**src/rtl/rau_pkg.sv**
```systemverilog
// rational arithmetic unit package: widths, operation codes, shared types
// no dependencies
`timescale 1ns / 1ps
`default_nettype none

package rau_pkg;

    localparam int OPERAND_WIDTH = 16;
    localparam int MAG_W         = OPERAND_WIDTH;
    localparam int WIDE_W        = 2 * OPERAND_WIDTH;
    localparam int NUM_OUT_W     = 33;
    localparam int DEN_OUT_W     = 31;
    localparam int SHIFT_W       = $clog2(WIDE_W + 1);
    localparam int DIV_CNT_W     = $clog2(WIDE_W + 1);
    localparam int QUEUE_DEPTH   = 2;
    localparam int QPTR_W        = (QUEUE_DEPTH > 1) ? $clog2(QUEUE_DEPTH) : 1;
    localparam int QCNT_W        = $clog2(QUEUE_DEPTH + 1);

    typedef logic [1:0]                      mode_t;
    typedef logic signed [OPERAND_WIDTH-1:0] operand_t;
    typedef logic [MAG_W-1:0]                mag_t;
    typedef logic [WIDE_W-1:0]               wide_t;
    typedef logic signed [NUM_OUT_W-1:0]     num_out_t;
    typedef logic [DEN_OUT_W-1:0]            den_out_t;

    localparam mode_t MODE_ADD = 2'd0;
    localparam mode_t MODE_SUB = 2'd1;
    localparam mode_t MODE_MUL = 2'd2;
    localparam mode_t MODE_DIV = 2'd3;

    typedef struct packed {
        mode_t mode;
        logic  sign_na;
        mag_t  mag_na;
        logic  sign_da;
        mag_t  mag_da;
        logic  sign_nb;
        mag_t  mag_nb;
        logic  sign_db;
        mag_t  mag_db;
        logic  bad;
    } job_t;

    typedef struct packed {
        logic busy;
        logic done;
    } div_sts_t;

endpackage

`default_nettype wire

```
**src/rtl/rau_if.sv**
```systemverilog
// operand and result channel interfaces, valid/ready handshake
// depends on rau_pkg
`timescale 1ns / 1ps
`default_nettype none

interface rau_op_if;
    import rau_pkg::*;

    logic     valid;
    logic     ready;
    mode_t    mode;
    operand_t num_a;
    operand_t den_a;
    operand_t num_b;
    operand_t den_b;

    modport source (output valid, output mode, output num_a, output den_a,
                    output num_b, output den_b, input ready);
    modport sink   (input valid, input mode, input num_a, input den_a,
                    input num_b, input den_b, output ready);
endinterface

interface rau_res_if;
    import rau_pkg::*;

    logic     valid;
    logic     ready;
    num_out_t num_out;
    den_out_t den_out;
    logic     error;

    modport source (output valid, output num_out, output den_out, output error,
                    input ready);
    modport sink   (input valid, input num_out, input den_out, input error,
                    output ready);
endinterface

`default_nettype wire

```
**src/rtl/rau_front.sv**
```systemverilog
// front end: takes operand beats, splits sign and magnitude, flags bad items
// depends on rau_pkg and rau_op_if
`timescale 1ns / 1ps
`default_nettype none

module rau_front (
    rau_op_if.sink        operand,
    output rau_pkg::job_t job,
    output logic          job_valid,
    input  logic          job_ready
);
    import rau_pkg::*;

    function automatic mag_t magnitude(operand_t v);
        return v[OPERAND_WIDTH-1] ? mag_t'(-v) : mag_t'(v);
    endfunction

    assign job_valid     = operand.valid;
    assign operand.ready = job_ready;

    always_comb
    begin
        job.mode    = operand.mode;
        job.sign_na = operand.num_a[OPERAND_WIDTH-1];
        job.mag_na  = magnitude(operand.num_a);
        job.sign_da = operand.den_a[OPERAND_WIDTH-1];
        job.mag_da  = magnitude(operand.den_a);
        job.sign_nb = operand.num_b[OPERAND_WIDTH-1];
        job.mag_nb  = magnitude(operand.num_b);
        job.sign_db = operand.den_b[OPERAND_WIDTH-1];
        job.mag_db  = magnitude(operand.den_b);
        // zero denominator, or divide by a zero fraction
        job.bad     = (job.mag_da == '0) || (job.mag_db == '0) ||
                      ((operand.mode == MODE_DIV) && (job.mag_nb == '0));
    end

endmodule

`default_nettype wire

```
**src/rtl/rau_queue.sv**
```systemverilog
// short job queue between front and back end
// depends on rau_pkg
`timescale 1ns / 1ps
`default_nettype none

module rau_queue (
    input  logic          clk,
    input  logic          rst_n,
    input  logic          push_valid,
    output logic          push_ready,
    input  rau_pkg::job_t push_data,
    output logic          pop_valid,
    input  logic          pop_ready,
    output rau_pkg::job_t pop_data
);
    import rau_pkg::*;

    job_t              slot_reg [QUEUE_DEPTH];
    logic [QPTR_W-1:0] wr_ptr_reg, wr_ptr_next;
    logic [QPTR_W-1:0] rd_ptr_reg, rd_ptr_next;
    logic [QCNT_W-1:0] count_reg, count_next;
    logic              push, pop;

    assign push_ready = (count_reg != QCNT_W'(QUEUE_DEPTH));
    assign pop_valid  = (count_reg != '0);
    assign pop_data   = slot_reg[rd_ptr_reg];
    assign push       = push_valid && push_ready;
    assign pop        = pop_valid && pop_ready;

    always_comb
    begin
        wr_ptr_next = wr_ptr_reg;
        rd_ptr_next = rd_ptr_reg;
        if (push)
        begin
            wr_ptr_next = (wr_ptr_reg == QPTR_W'(QUEUE_DEPTH - 1)) ? '0 : wr_ptr_reg + 1'b1;
        end
        if (pop)
        begin
            rd_ptr_next = (rd_ptr_reg == QPTR_W'(QUEUE_DEPTH - 1)) ? '0 : rd_ptr_reg + 1'b1;
        end
        unique case ({push, pop})
            2'b10:   count_next = count_reg + 1'b1;
            2'b01:   count_next = count_reg - 1'b1;
            default: count_next = count_reg;
        endcase
    end

    always_ff @(posedge clk or negedge rst_n)
    begin
        if (!rst_n)
        begin
            wr_ptr_reg <= '0;
            rd_ptr_reg <= '0;
            count_reg  <= '0;
        end
        else
        begin
            wr_ptr_reg <= wr_ptr_next;
            rd_ptr_reg <= rd_ptr_next;
            count_reg  <= count_next;
        end
    end

    always_ff @(posedge clk)
    begin
        if (push)
        begin
            slot_reg[wr_ptr_reg] <= push_data;
        end
    end

endmodule

`default_nettype wire

```
**src/rtl/rau_div.sv**
```systemverilog
// restoring divider, one quotient bit per cycle
// depends on rau_pkg
`timescale 1ns / 1ps
`default_nettype none

module rau_div (
    input  logic              clk,
    input  logic              rst_n,
    input  logic              start,
    input  rau_pkg::wide_t    dividend,
    input  rau_pkg::wide_t    divisor,
    output rau_pkg::div_sts_t sts,
    output rau_pkg::wide_t    quotient
);
    import rau_pkg::*;

    wide_t                rem_reg, rem_next;
    wide_t                quo_reg, quo_next;
    wide_t                dvs_reg, dvs_next;
    logic [DIV_CNT_W-1:0] cnt_reg, cnt_next;
    logic                 busy_reg, busy_next;
    logic                 done_reg, done_next;
    logic [WIDE_W:0]      trial;
    logic [WIDE_W:0]      diff;

    assign trial    = {rem_reg, quo_reg[WIDE_W-1]};
    assign diff     = trial - {1'b0, dvs_reg};
    assign sts      = '{busy: busy_reg, done: done_reg};
    assign quotient = quo_reg;

    always_comb
    begin
        rem_next  = rem_reg;
        quo_next  = quo_reg;
        dvs_next  = dvs_reg;
        cnt_next  = cnt_reg;
        busy_next = busy_reg;
        done_next = 1'b0;
        priority if (start)
        begin
            rem_next  = '0;
            quo_next  = dividend;
            dvs_next  = divisor;
            cnt_next  = DIV_CNT_W'(WIDE_W);
            busy_next = 1'b1;
        end
        else if (busy_reg)
        begin
            if (!diff[WIDE_W])
            begin
                rem_next = diff[WIDE_W-1:0];
                quo_next = {quo_reg[WIDE_W-2:0], 1'b1};
            end
            else
            begin
                rem_next = trial[WIDE_W-1:0];
                quo_next = {quo_reg[WIDE_W-2:0], 1'b0};
            end
            cnt_next = cnt_reg - 1'b1;
            if (cnt_reg == DIV_CNT_W'(1))
            begin
                busy_next = 1'b0;
                done_next = 1'b1;
            end
        end
        else
        begin
            busy_next = 1'b0;
        end
    end

    always_ff @(posedge clk or negedge rst_n)
    begin
        if (!rst_n)
        begin
            cnt_reg  <= '0;
            busy_reg <= 1'b0;
            done_reg <= 1'b0;
        end
        else
        begin
            cnt_reg  <= cnt_next;
            busy_reg <= busy_next;
            done_reg <= done_next;
        end
    end

    always_ff @(posedge clk)
    begin
        rem_reg <= rem_next;
        quo_reg <= quo_next;
        dvs_reg <= dvs_next;
    end

endmodule

`default_nettype wire

```
**src/rtl/rau_back.sv**
```systemverilog
// back end sequencer: cross products, sign fold, binary gcd, reduction
// depends on rau_pkg, rau_res_if and rau_div
`timescale 1ns / 1ps
`default_nettype none

module rau_back (
    input  logic          clk,
    input  logic          rst_n,
    input  logic          job_valid,
    output logic          job_ready,
    input  rau_pkg::job_t job,
    rau_res_if.source     result
);
    import rau_pkg::*;

    localparam logic [3:0] ST_IDLE    = 4'd0;
    localparam logic [3:0] ST_MUL1    = 4'd1;
    localparam logic [3:0] ST_MUL2    = 4'd2;
    localparam logic [3:0] ST_MUL3    = 4'd3;
    localparam logic [3:0] ST_COMB    = 4'd4;
    localparam logic [3:0] ST_GCD_SH  = 4'd5;
    localparam logic [3:0] ST_GCD_A   = 4'd6;
    localparam logic [3:0] ST_GCD_B   = 4'd7;
    localparam logic [3:0] ST_DN_GO   = 4'd8;
    localparam logic [3:0] ST_DN_WAIT = 4'd9;
    localparam logic [3:0] ST_DD_GO   = 4'd10;
    localparam logic [3:0] ST_DD_WAIT = 4'd11;
    localparam logic [3:0] ST_OUT     = 4'd12;

    logic [3:0]         state_reg, state_next;
    job_t               job_reg, job_next;
    wide_t              m1_reg, m1_next;
    wide_t              m2_reg, m2_next;
    wide_t              m3_reg, m3_next;
    wide_t              rn_reg, rn_next;
    wide_t              rd_reg, rd_next;
    wide_t              ga_reg, ga_next;
    wide_t              gb_reg, gb_next;
    wide_t              g_reg, g_next;
    logic [SHIFT_W-1:0] shift_reg, shift_next;
    logic               neg_reg, neg_next;
    logic               err_reg, err_next;

    mag_t               mul_x, mul_y;
    wide_t              mul_p;
    logic               add_sub;
    logic               s1, s2, rn_neg, rd_neg;
    wide_t              rn_c, rd_c;
    logic               div_start;
    wide_t              div_dividend;
    wide_t              div_quotient;
    div_sts_t           div_sts;
    num_out_t           num_mag;

    assign add_sub = (job_reg.mode == MODE_ADD) || (job_reg.mode == MODE_SUB);

    always_comb
    begin
        mul_x = job_reg.mag_da;
        mul_y = job_reg.mag_db;
        unique case (state_reg)
            ST_MUL1:
            begin
                mul_x = job_reg.mag_na;
                mul_y = (job_reg.mode == MODE_MUL) ? job_reg.mag_nb : job_reg.mag_db;
            end
            ST_MUL2:
            begin
                mul_x = job_reg.mag_da;
                mul_y = (job_reg.mode == MODE_MUL) ? job_reg.mag_db : job_reg.mag_nb;
            end
            default:
            begin
                mul_x = job_reg.mag_da;
                mul_y = job_reg.mag_db;
            end
        endcase
    end

    assign mul_p = wide_t'(mul_x) * wide_t'(mul_y);

    // sign and magnitude of the combined numerator and denominator
    always_comb
    begin
        s1     = job_reg.sign_na ^ job_reg.sign_db;
        s2     = job_reg.sign_nb ^ job_reg.sign_da ^ (job_reg.mode == MODE_SUB);
        rn_c   = m1_reg;
        rn_neg = s1;
        rd_c   = m2_reg;
        rd_neg = job_reg.sign_da ^ job_reg.sign_nb;
        if (add_sub)
        begin
            rd_c   = m3_reg;
            rd_neg = job_reg.sign_da ^ job_reg.sign_db;
            priority if (s1 == s2)
            begin
                rn_c = m1_reg + m2_reg;
            end
            else if (m1_reg >= m2_reg)
            begin
                rn_c = m1_reg - m2_reg;
            end
            else
            begin
                rn_c   = m2_reg - m1_reg;
                rn_neg = s2;
            end
        end
        else if (job_reg.mode == MODE_MUL)
        begin
            rn_neg = job_reg.sign_na ^ job_reg.sign_nb;
            rd_neg = job_reg.sign_da ^ job_reg.sign_db;
        end
    end

    assign div_start    = (state_reg == ST_DN_GO) || (state_reg == ST_DD_GO);
    assign div_dividend = (state_reg == ST_DN_GO) ? rn_reg : rd_reg;

    rau_div u_div (
        .clk      (clk),
        .rst_n    (rst_n),
        .start    (div_start),
        .dividend (div_dividend),
        .divisor  (g_reg),
        .sts      (div_sts),
        .quotient (div_quotient)
    );

    always_comb
    begin
        state_next = state_reg;
        job_next   = job_reg;
        m1_next    = m1_reg;
        m2_next    = m2_reg;
        m3_next    = m3_reg;
        rn_next    = rn_reg;
        rd_next    = rd_reg;
        ga_next    = ga_reg;
        gb_next    = gb_reg;
        g_next     = g_reg;
        shift_next = shift_reg;
        neg_next   = neg_reg;
        err_next   = err_reg;
        unique case (state_reg)
            ST_IDLE:
            begin
                if (job_valid)
                begin
                    job_next = job;
                    err_next = job.bad;
                    if (job.bad)
                    begin
                        rn_next    = '0;
                        rd_next    = wide_t'(1);
                        neg_next   = 1'b0;
                        state_next = ST_OUT;
                    end
                    else
                    begin
                        state_next = ST_MUL1;
                    end
                end
            end
            ST_MUL1:
            begin
                m1_next    = mul_p;
                state_next = ST_MUL2;
            end
            ST_MUL2:
            begin
                m2_next    = mul_p;
                state_next = add_sub ? ST_MUL3 : ST_COMB;
            end
            ST_MUL3:
            begin
                m3_next    = mul_p;
                state_next = ST_COMB;
            end
            ST_COMB:
            begin
                if (rn_c == '0)
                begin
                    rn_next    = '0;
                    rd_next    = wide_t'(1);
                    neg_next   = 1'b0;
                    state_next = ST_OUT;
                end
                else
                begin
                    rn_next    = rn_c;
                    rd_next    = rd_c;
                    neg_next   = rn_neg ^ rd_neg;
                    ga_next    = rn_c;
                    gb_next    = rd_c;
                    shift_next = '0;
                    state_next = ST_GCD_SH;
                end
            end
            ST_GCD_SH:
            begin
                if (!ga_reg[0] && !gb_reg[0])
                begin
                    ga_next    = ga_reg >> 1;
                    gb_next    = gb_reg >> 1;
                    shift_next = shift_reg + 1'b1;
                end
                else
                begin
                    state_next = ST_GCD_A;
                end
            end
            ST_GCD_A:
            begin
                if (!ga_reg[0])
                begin
                    ga_next = ga_reg >> 1;
                end
                else
                begin
                    state_next = ST_GCD_B;
                end
            end
            ST_GCD_B:
            begin
                priority if (gb_reg == '0)
                begin
                    g_next     = ga_reg << shift_reg;
                    state_next = ST_DN_GO;
                end
                else if (!gb_reg[0])
                begin
                    gb_next = gb_reg >> 1;
                end
                else if (ga_reg > gb_reg)
                begin
                    ga_next = gb_reg;
                    gb_next = ga_reg - gb_reg;
                end
                else
                begin
                    gb_next = gb_reg - ga_reg;
                end
            end
            ST_DN_GO:
            begin
                state_next = ST_DN_WAIT;
            end
            ST_DN_WAIT:
            begin
                if (div_sts.done)
                begin
                    rn_next    = div_quotient;
                    state_next = ST_DD_GO;
                end
            end
            ST_DD_GO:
            begin
                state_next = ST_DD_WAIT;
            end
            ST_DD_WAIT:
            begin
                if (div_sts.done)
                begin
                    rd_next    = div_quotient;
                    state_next = ST_OUT;
                end
            end
            ST_OUT:
            begin
                if (result.ready)
                begin
                    state_next = ST_IDLE;
                end
            end
            default:
            begin
                state_next = ST_IDLE;
            end
        endcase
    end

    always_ff @(posedge clk or negedge rst_n)
    begin
        if (!rst_n)
        begin
            state_reg <= ST_IDLE;
        end
        else
        begin
            state_reg <= state_next;
        end
    end

    always_ff @(posedge clk)
    begin
        job_reg   <= job_next;
        m1_reg    <= m1_next;
        m2_reg    <= m2_next;
        m3_reg    <= m3_next;
        rn_reg    <= rn_next;
        rd_reg    <= rd_next;
        ga_reg    <= ga_next;
        gb_reg    <= gb_next;
        g_reg     <= g_next;
        shift_reg <= shift_next;
        neg_reg   <= neg_next;
        err_reg   <= err_next;
    end

    assign job_ready      = (state_reg == ST_IDLE);
    assign num_mag        = NUM_OUT_W'(rn_reg);
    assign result.valid   = (state_reg == ST_OUT);
    assign result.num_out = neg_reg ? -num_mag : num_mag;
    assign result.den_out = DEN_OUT_W'(rd_reg);
    assign result.error   = err_reg;

`ifndef SYNTHESIS
    a_err_zero: assert property (@(posedge clk) disable iff (!rst_n)
        (result.valid && result.error) |-> (result.num_out == '0) && (result.den_out == 1))
        else $error("error beat without 0/1 result");

    a_den_pos: assert property (@(posedge clk) disable iff (!rst_n)
        (result.valid && !result.error) |-> (result.den_out != '0))
        else $error("zero denominator on result beat");

    a_div_idle: assert property (@(posedge clk) disable iff (!rst_n)
        div_start |-> !div_sts.busy)
        else $error("divider started while busy");

    a_gcd_odd: assert property (@(posedge clk) disable iff (!rst_n)
        (state_reg == ST_GCD_B) |-> ga_reg[0])
        else $error("gcd loop entered with even operand");
`endif

endmodule

`default_nettype wire

```
**src/rtl/rational_arithmetic_unit_core.sv**
```systemverilog
// Rational arithmetic unit: add, subtract, multiply or divide two signed
// fractions and return the result in lowest terms with a positive denominator.
// An item in the back end passes through these steps: it takes the job, forms
// three products (add, subtract) or two (multiply, divide) on the shared 16x16
// multiplier, folds the signs, runs a binary gcd loop of one shift or subtract
// per cycle, divides by the gcd twice (start, 32 quotient bits, done) and then
// gives the result beat. Items with a zero denominator, a divide by zero or a
// zero result skip the gcd loop and the divisions. A two-entry queue lets the
// operand side keep taking beats while the back end works and a result beat
// waits.
// depends on rau_pkg, rau_if, rau_front, rau_queue, rau_back
`timescale 1ns / 1ps
`default_nettype none

module rational_arithmetic_unit_core (
    input  logic  clk,
    input  logic  rst_n,
    rau_op_if.sink    operand,
    rau_res_if.source result
);
    import rau_pkg::*;

    job_t front_job;
    logic front_valid;
    logic front_ready;
    job_t back_job;
    logic back_valid;
    logic back_ready;

    rau_front u_front (
        .operand   (operand),
        .job       (front_job),
        .job_valid (front_valid),
        .job_ready (front_ready)
    );

    rau_queue u_queue (
        .clk        (clk),
        .rst_n      (rst_n),
        .push_valid (front_valid),
        .push_ready (front_ready),
        .push_data  (front_job),
        .pop_valid  (back_valid),
        .pop_ready  (back_ready),
        .pop_data   (back_job)
    );

    rau_back u_back (
        .clk       (clk),
        .rst_n     (rst_n),
        .job_valid (back_valid),
        .job_ready (back_ready),
        .job       (back_job),
        .result    (result)
    );

endmodule

`default_nettype wire
```
**src/flat_wrapper.sv**
```systemverilog
// flat-port wrapper written by rule: the top's interface ports become plain ports
module rational_arithmetic_unit_core_flat import rau_pkg::*;
  (clk, rst_n, operand_valid, operand_mode, operand_num_a, operand_den_a, operand_num_b, operand_den_b, operand_ready, result_valid, result_num_out, result_den_out, result_error, result_ready);
  rau_op_if operand_i ();
  rau_res_if result_i ();
  input  logic clk;
  input  logic rst_n;
  input wire logic [$bits(operand_i.valid)-1:0] operand_valid;
  input wire logic [$bits(operand_i.mode)-1:0] operand_mode;
  input wire logic [$bits(operand_i.num_a)-1:0] operand_num_a;
  input wire logic [$bits(operand_i.den_a)-1:0] operand_den_a;
  input wire logic [$bits(operand_i.num_b)-1:0] operand_num_b;
  input wire logic [$bits(operand_i.den_b)-1:0] operand_den_b;
  output wire logic [$bits(operand_i.ready)-1:0] operand_ready;
  output wire logic [$bits(result_i.valid)-1:0] result_valid;
  output wire logic [$bits(result_i.num_out)-1:0] result_num_out;
  output wire logic [$bits(result_i.den_out)-1:0] result_den_out;
  output wire logic [$bits(result_i.error)-1:0] result_error;
  input wire logic [$bits(result_i.ready)-1:0] result_ready;
  assign operand_i.valid = operand_valid;
  assign operand_i.mode = operand_mode;
  assign operand_i.num_a = operand_num_a;
  assign operand_i.den_a = operand_den_a;
  assign operand_i.num_b = operand_num_b;
  assign operand_i.den_b = operand_den_b;
  assign operand_ready = operand_i.ready;
  assign result_valid = result_i.valid;
  assign result_num_out = result_i.num_out;
  assign result_den_out = result_i.den_out;
  assign result_error = result_i.error;
  assign result_i.ready = result_ready;
  rational_arithmetic_unit_core u_core (.clk(clk), .rst_n(rst_n), .operand(operand_i), .result(result_i));
endmodule
```
**config.mk**
```make
export PLATFORM = sky130hd
export DESIGN_NAME = rational_arithmetic_unit_core_flat
export DESIGN_NICKNAME = d
export VERILOG_FILES = /design/src/rtl/rau_pkg.sv /design/src/rtl/rau_if.sv /design/src/rtl/rau_front.sv /design/src/rtl/rau_queue.sv /design/src/rtl/rau_div.sv /design/src/rtl/rau_back.sv /design/src/rtl/rational_arithmetic_unit_core.sv /design/src/flat_wrapper.sv
export SDC_FILE = /design/constraint.sdc
export NUM_CORES = 2
export LEC_CHECK = 0
export BUFFER_PORTS_ARGS = -buffer_cell sky130_fd_sc_hd__buf_2
export CORE_ASPECT_RATIO = 1.5
export CORE_MARGIN = 3
export CORE_UTILIZATION = 40
export CTS_BUF_LIST = sky130_fd_sc_hd__clkbuf_8
export DETAILED_ROUTE_END_ITERATION = 8
export GPL_ROUTABILITY_DRIVEN = 0
export PLACE_DENSITY = 0.51
export SLEW_MARGIN = 5
export SYNTH_ARGS = -nofsm -noshare
export SYNTH_HDL_FRONTEND = slang
export SYNTH_HIERARCHICAL = 1
export SYNTH_SLANG_ARGS = --single-unit
```
**constraint.sdc**
```tcl
create_clock -name clk -period 11.8 [get_ports clk]
set_clock_uncertainty 0.15 [all_clocks]
set_input_delay 0 -clock clk [delete_from_list [all_inputs] [get_ports clk]]
set_output_delay 0 -clock clk [all_outputs]
set_load 0.005 [all_outputs]
```
==> run metrics <==
status completed; num rows ~150; Util after Layout a little under half; Post-Syn Nets around 5300; routed wire length per instance around 24 um; Slowest cell on crit path dfrtp_1; Worst EP arrival 9710 ps; clock tree buffer depth 3; IO buf count 136; max incr delay on CP slightly below 700 ps; num ports roughly 140; Synth Instances about 4700; core area 117000 um2; CTS Buf Count 96; H-tree depth 3; root buffer cell clkbuf_8; fraction of layout cells with a size suffix above 1 13.2%; residual DRC count 0; Final #Nets around 5500; Cell Count Post-Placement between 6000 and 7000; number of max-slew violations in the final report 0; post-CTS sizing 0; number of DRC markers in iteration 0 2409; worst setup path class register to register; relative slew slack a little over 30%; Post-Place Worst Slack about 2400 ps; Layout Cells excl Fill about 6600; mapped cell area around 47000 um2; final wirelength ~150 mm; CP Capture Type register; total die area roughly 120000 um2; gr usage total between 20% and 30%; vias in the first global route 38249; CP top delay family adder cells; Syn. warnings 6; die width 287 um; CTS tree yes; fin crit period about 9400 ps; Via Count around 37000; Final Hold Viols 0; Achievable Freq 107 MHz; Post-CTS Hold Fix Bufs between 150 and 200; initial antenna violation count 2; setup TNS 0 ps; antenna viol nets, final 0; P&R area growth vs syn 12.2%; Buf+Inv Stages, Crit Path 8; fillers between 10000 and 15000; largest net degree at the start of global routing 72; clock-pin slew on the worst setup and hold paths 60 ps; Hold Crit Class input port to register; grt ovf 0; Avg Inst Size Synth 10.1 um2; Sink Count 588; CP required 12140 ps; Worst-Skew Late Latency 800 ps; via/cell ratio ~5.7; initial core utilization 40.6%; first-pass GRT wire length 232 mm; post-route clock period utilization 79.4%; Initial DRT Pass Iterations 7; Detailed Place HPWL roughly 120 mm; Worst Setup Slack, final approximately 2400 ps; most frequent CP cell fa_1; max reg flops around 140; max cap viols 0; Final Setup Violations 0; Die H between 400 and 500 um; Setup Buffers After CTS 0; RSZ-0062 raised after global routing no; worst slew pin tran 1010 ps; CP Launch Type register; worst-path fanout max 33
-- per-layer routing --
metal | share of wire, % | GRT usage [%] | wire [um]
met3 | 4.2 | 2.95 | 6440
met1 | 36 | 26.4 | 55700
met5 | 0 | 0 | 0
met2 | 52 | 46.5 | 80800
met4 | 7.5 | 16.6 | 11600
-- through the flow --
stage | cell area (um2) | hold WS (ps)
6_report | 53100 | 107
5_1_grt | 53100 | 94.6
3_5_place_dp | 49300 | -145
4_1_cts | 53100 | 2.04
2_1_floorplan | 47300 | -446
3_3_place_gp | 49300 | -140
-- worst paths after layout --
| path | from | endpoint | slack, ps | cells past startpoint |
|---|---|---|---|---|
| min | operand_den_b[9] | u_core/u_queue/slot_reg[0][10]$_DFFE_PP_ | 110 | 3 |
| max reg2reg | u_core/u_back/state_reg[0]$_DFFE_PN0P_ | u_core/u_back/m1_reg[30]$_DFFE_PN_ | 2430 | 32 |
| min in group asynchronous | rst_n | u_core/u_back/state_reg[1]$_DFFE_PN0P_ | 580 | 3 |
| min reg2reg | u_core/u_back/g_reg[27]$_SDFFCE_PP0P_ | u_core/u_back/u_div/dvs_reg[27]$_DFFE_PP_ | 270 | 0 |
| max in group asynchronous | rst_n | u_core/u_queue/rd_ptr_reg$_DFFE_PN0P_ | 10200 | 3 |
| max | u_core/u_back/state_reg[0]$_DFFE_PN0P_ | u_core/u_back/m1_reg[30]$_DFFE_PN_ | 2430 | 32 |
-- layout by cell type, fill, tap and decap left out, types with 30 or more instances in the layout --
cell type	instances
edfxtp_1	540
inv_1	489
nand2_1	436
nor2_1	389
ha_1	305
a21oi_1	237
fa_1	200
dlygate4sd3_1	171
o21ai_0	170
xnor2_1	145
buf_2	136
mux2i_1	128
mux2_2	108
clkbuf_8	96
a21o_1	88
nor3_1	73
buf_4	70
mux2_4	69
o31ai_1	65
nand3_1	56
nand2b_1	52
a211oi_1	45
xor2_1	43
or3_1	37
nor4_1	37
a311oi_1	35
nand4_1	32
dfxtp_1	32
a31oi_1	31
o221ai_1	31
or2_2	30
and3_1	30
o21bai_1	30
-- area by class of cell --
type / instances / area, um2 / share of cell area [%]
clock inverters: 84 / 723 / 1.36
clock buffers: 96 / 1320 / 2.49
flip-flops and latches: 588 / 17300 / 32.5
diodes: 3 / 7.51 / 0.0141
well taps: 1550 / 1940 / 3.65
repair buffers: 378 / 2940 / 5.53
inverters: 473 / 1780 / 3.34
multi-input cells: 3382 / 27100 / 51.1
-- worst min-delay path: cells and delay by family --
family / cells / cell delay (ps)
buf+inv: 2 / 650
xor+xnor: 1 / 180
Power is not shown: default switching activity piles up to over one toggle a cycle in this logic, so the estimate is an artifact.
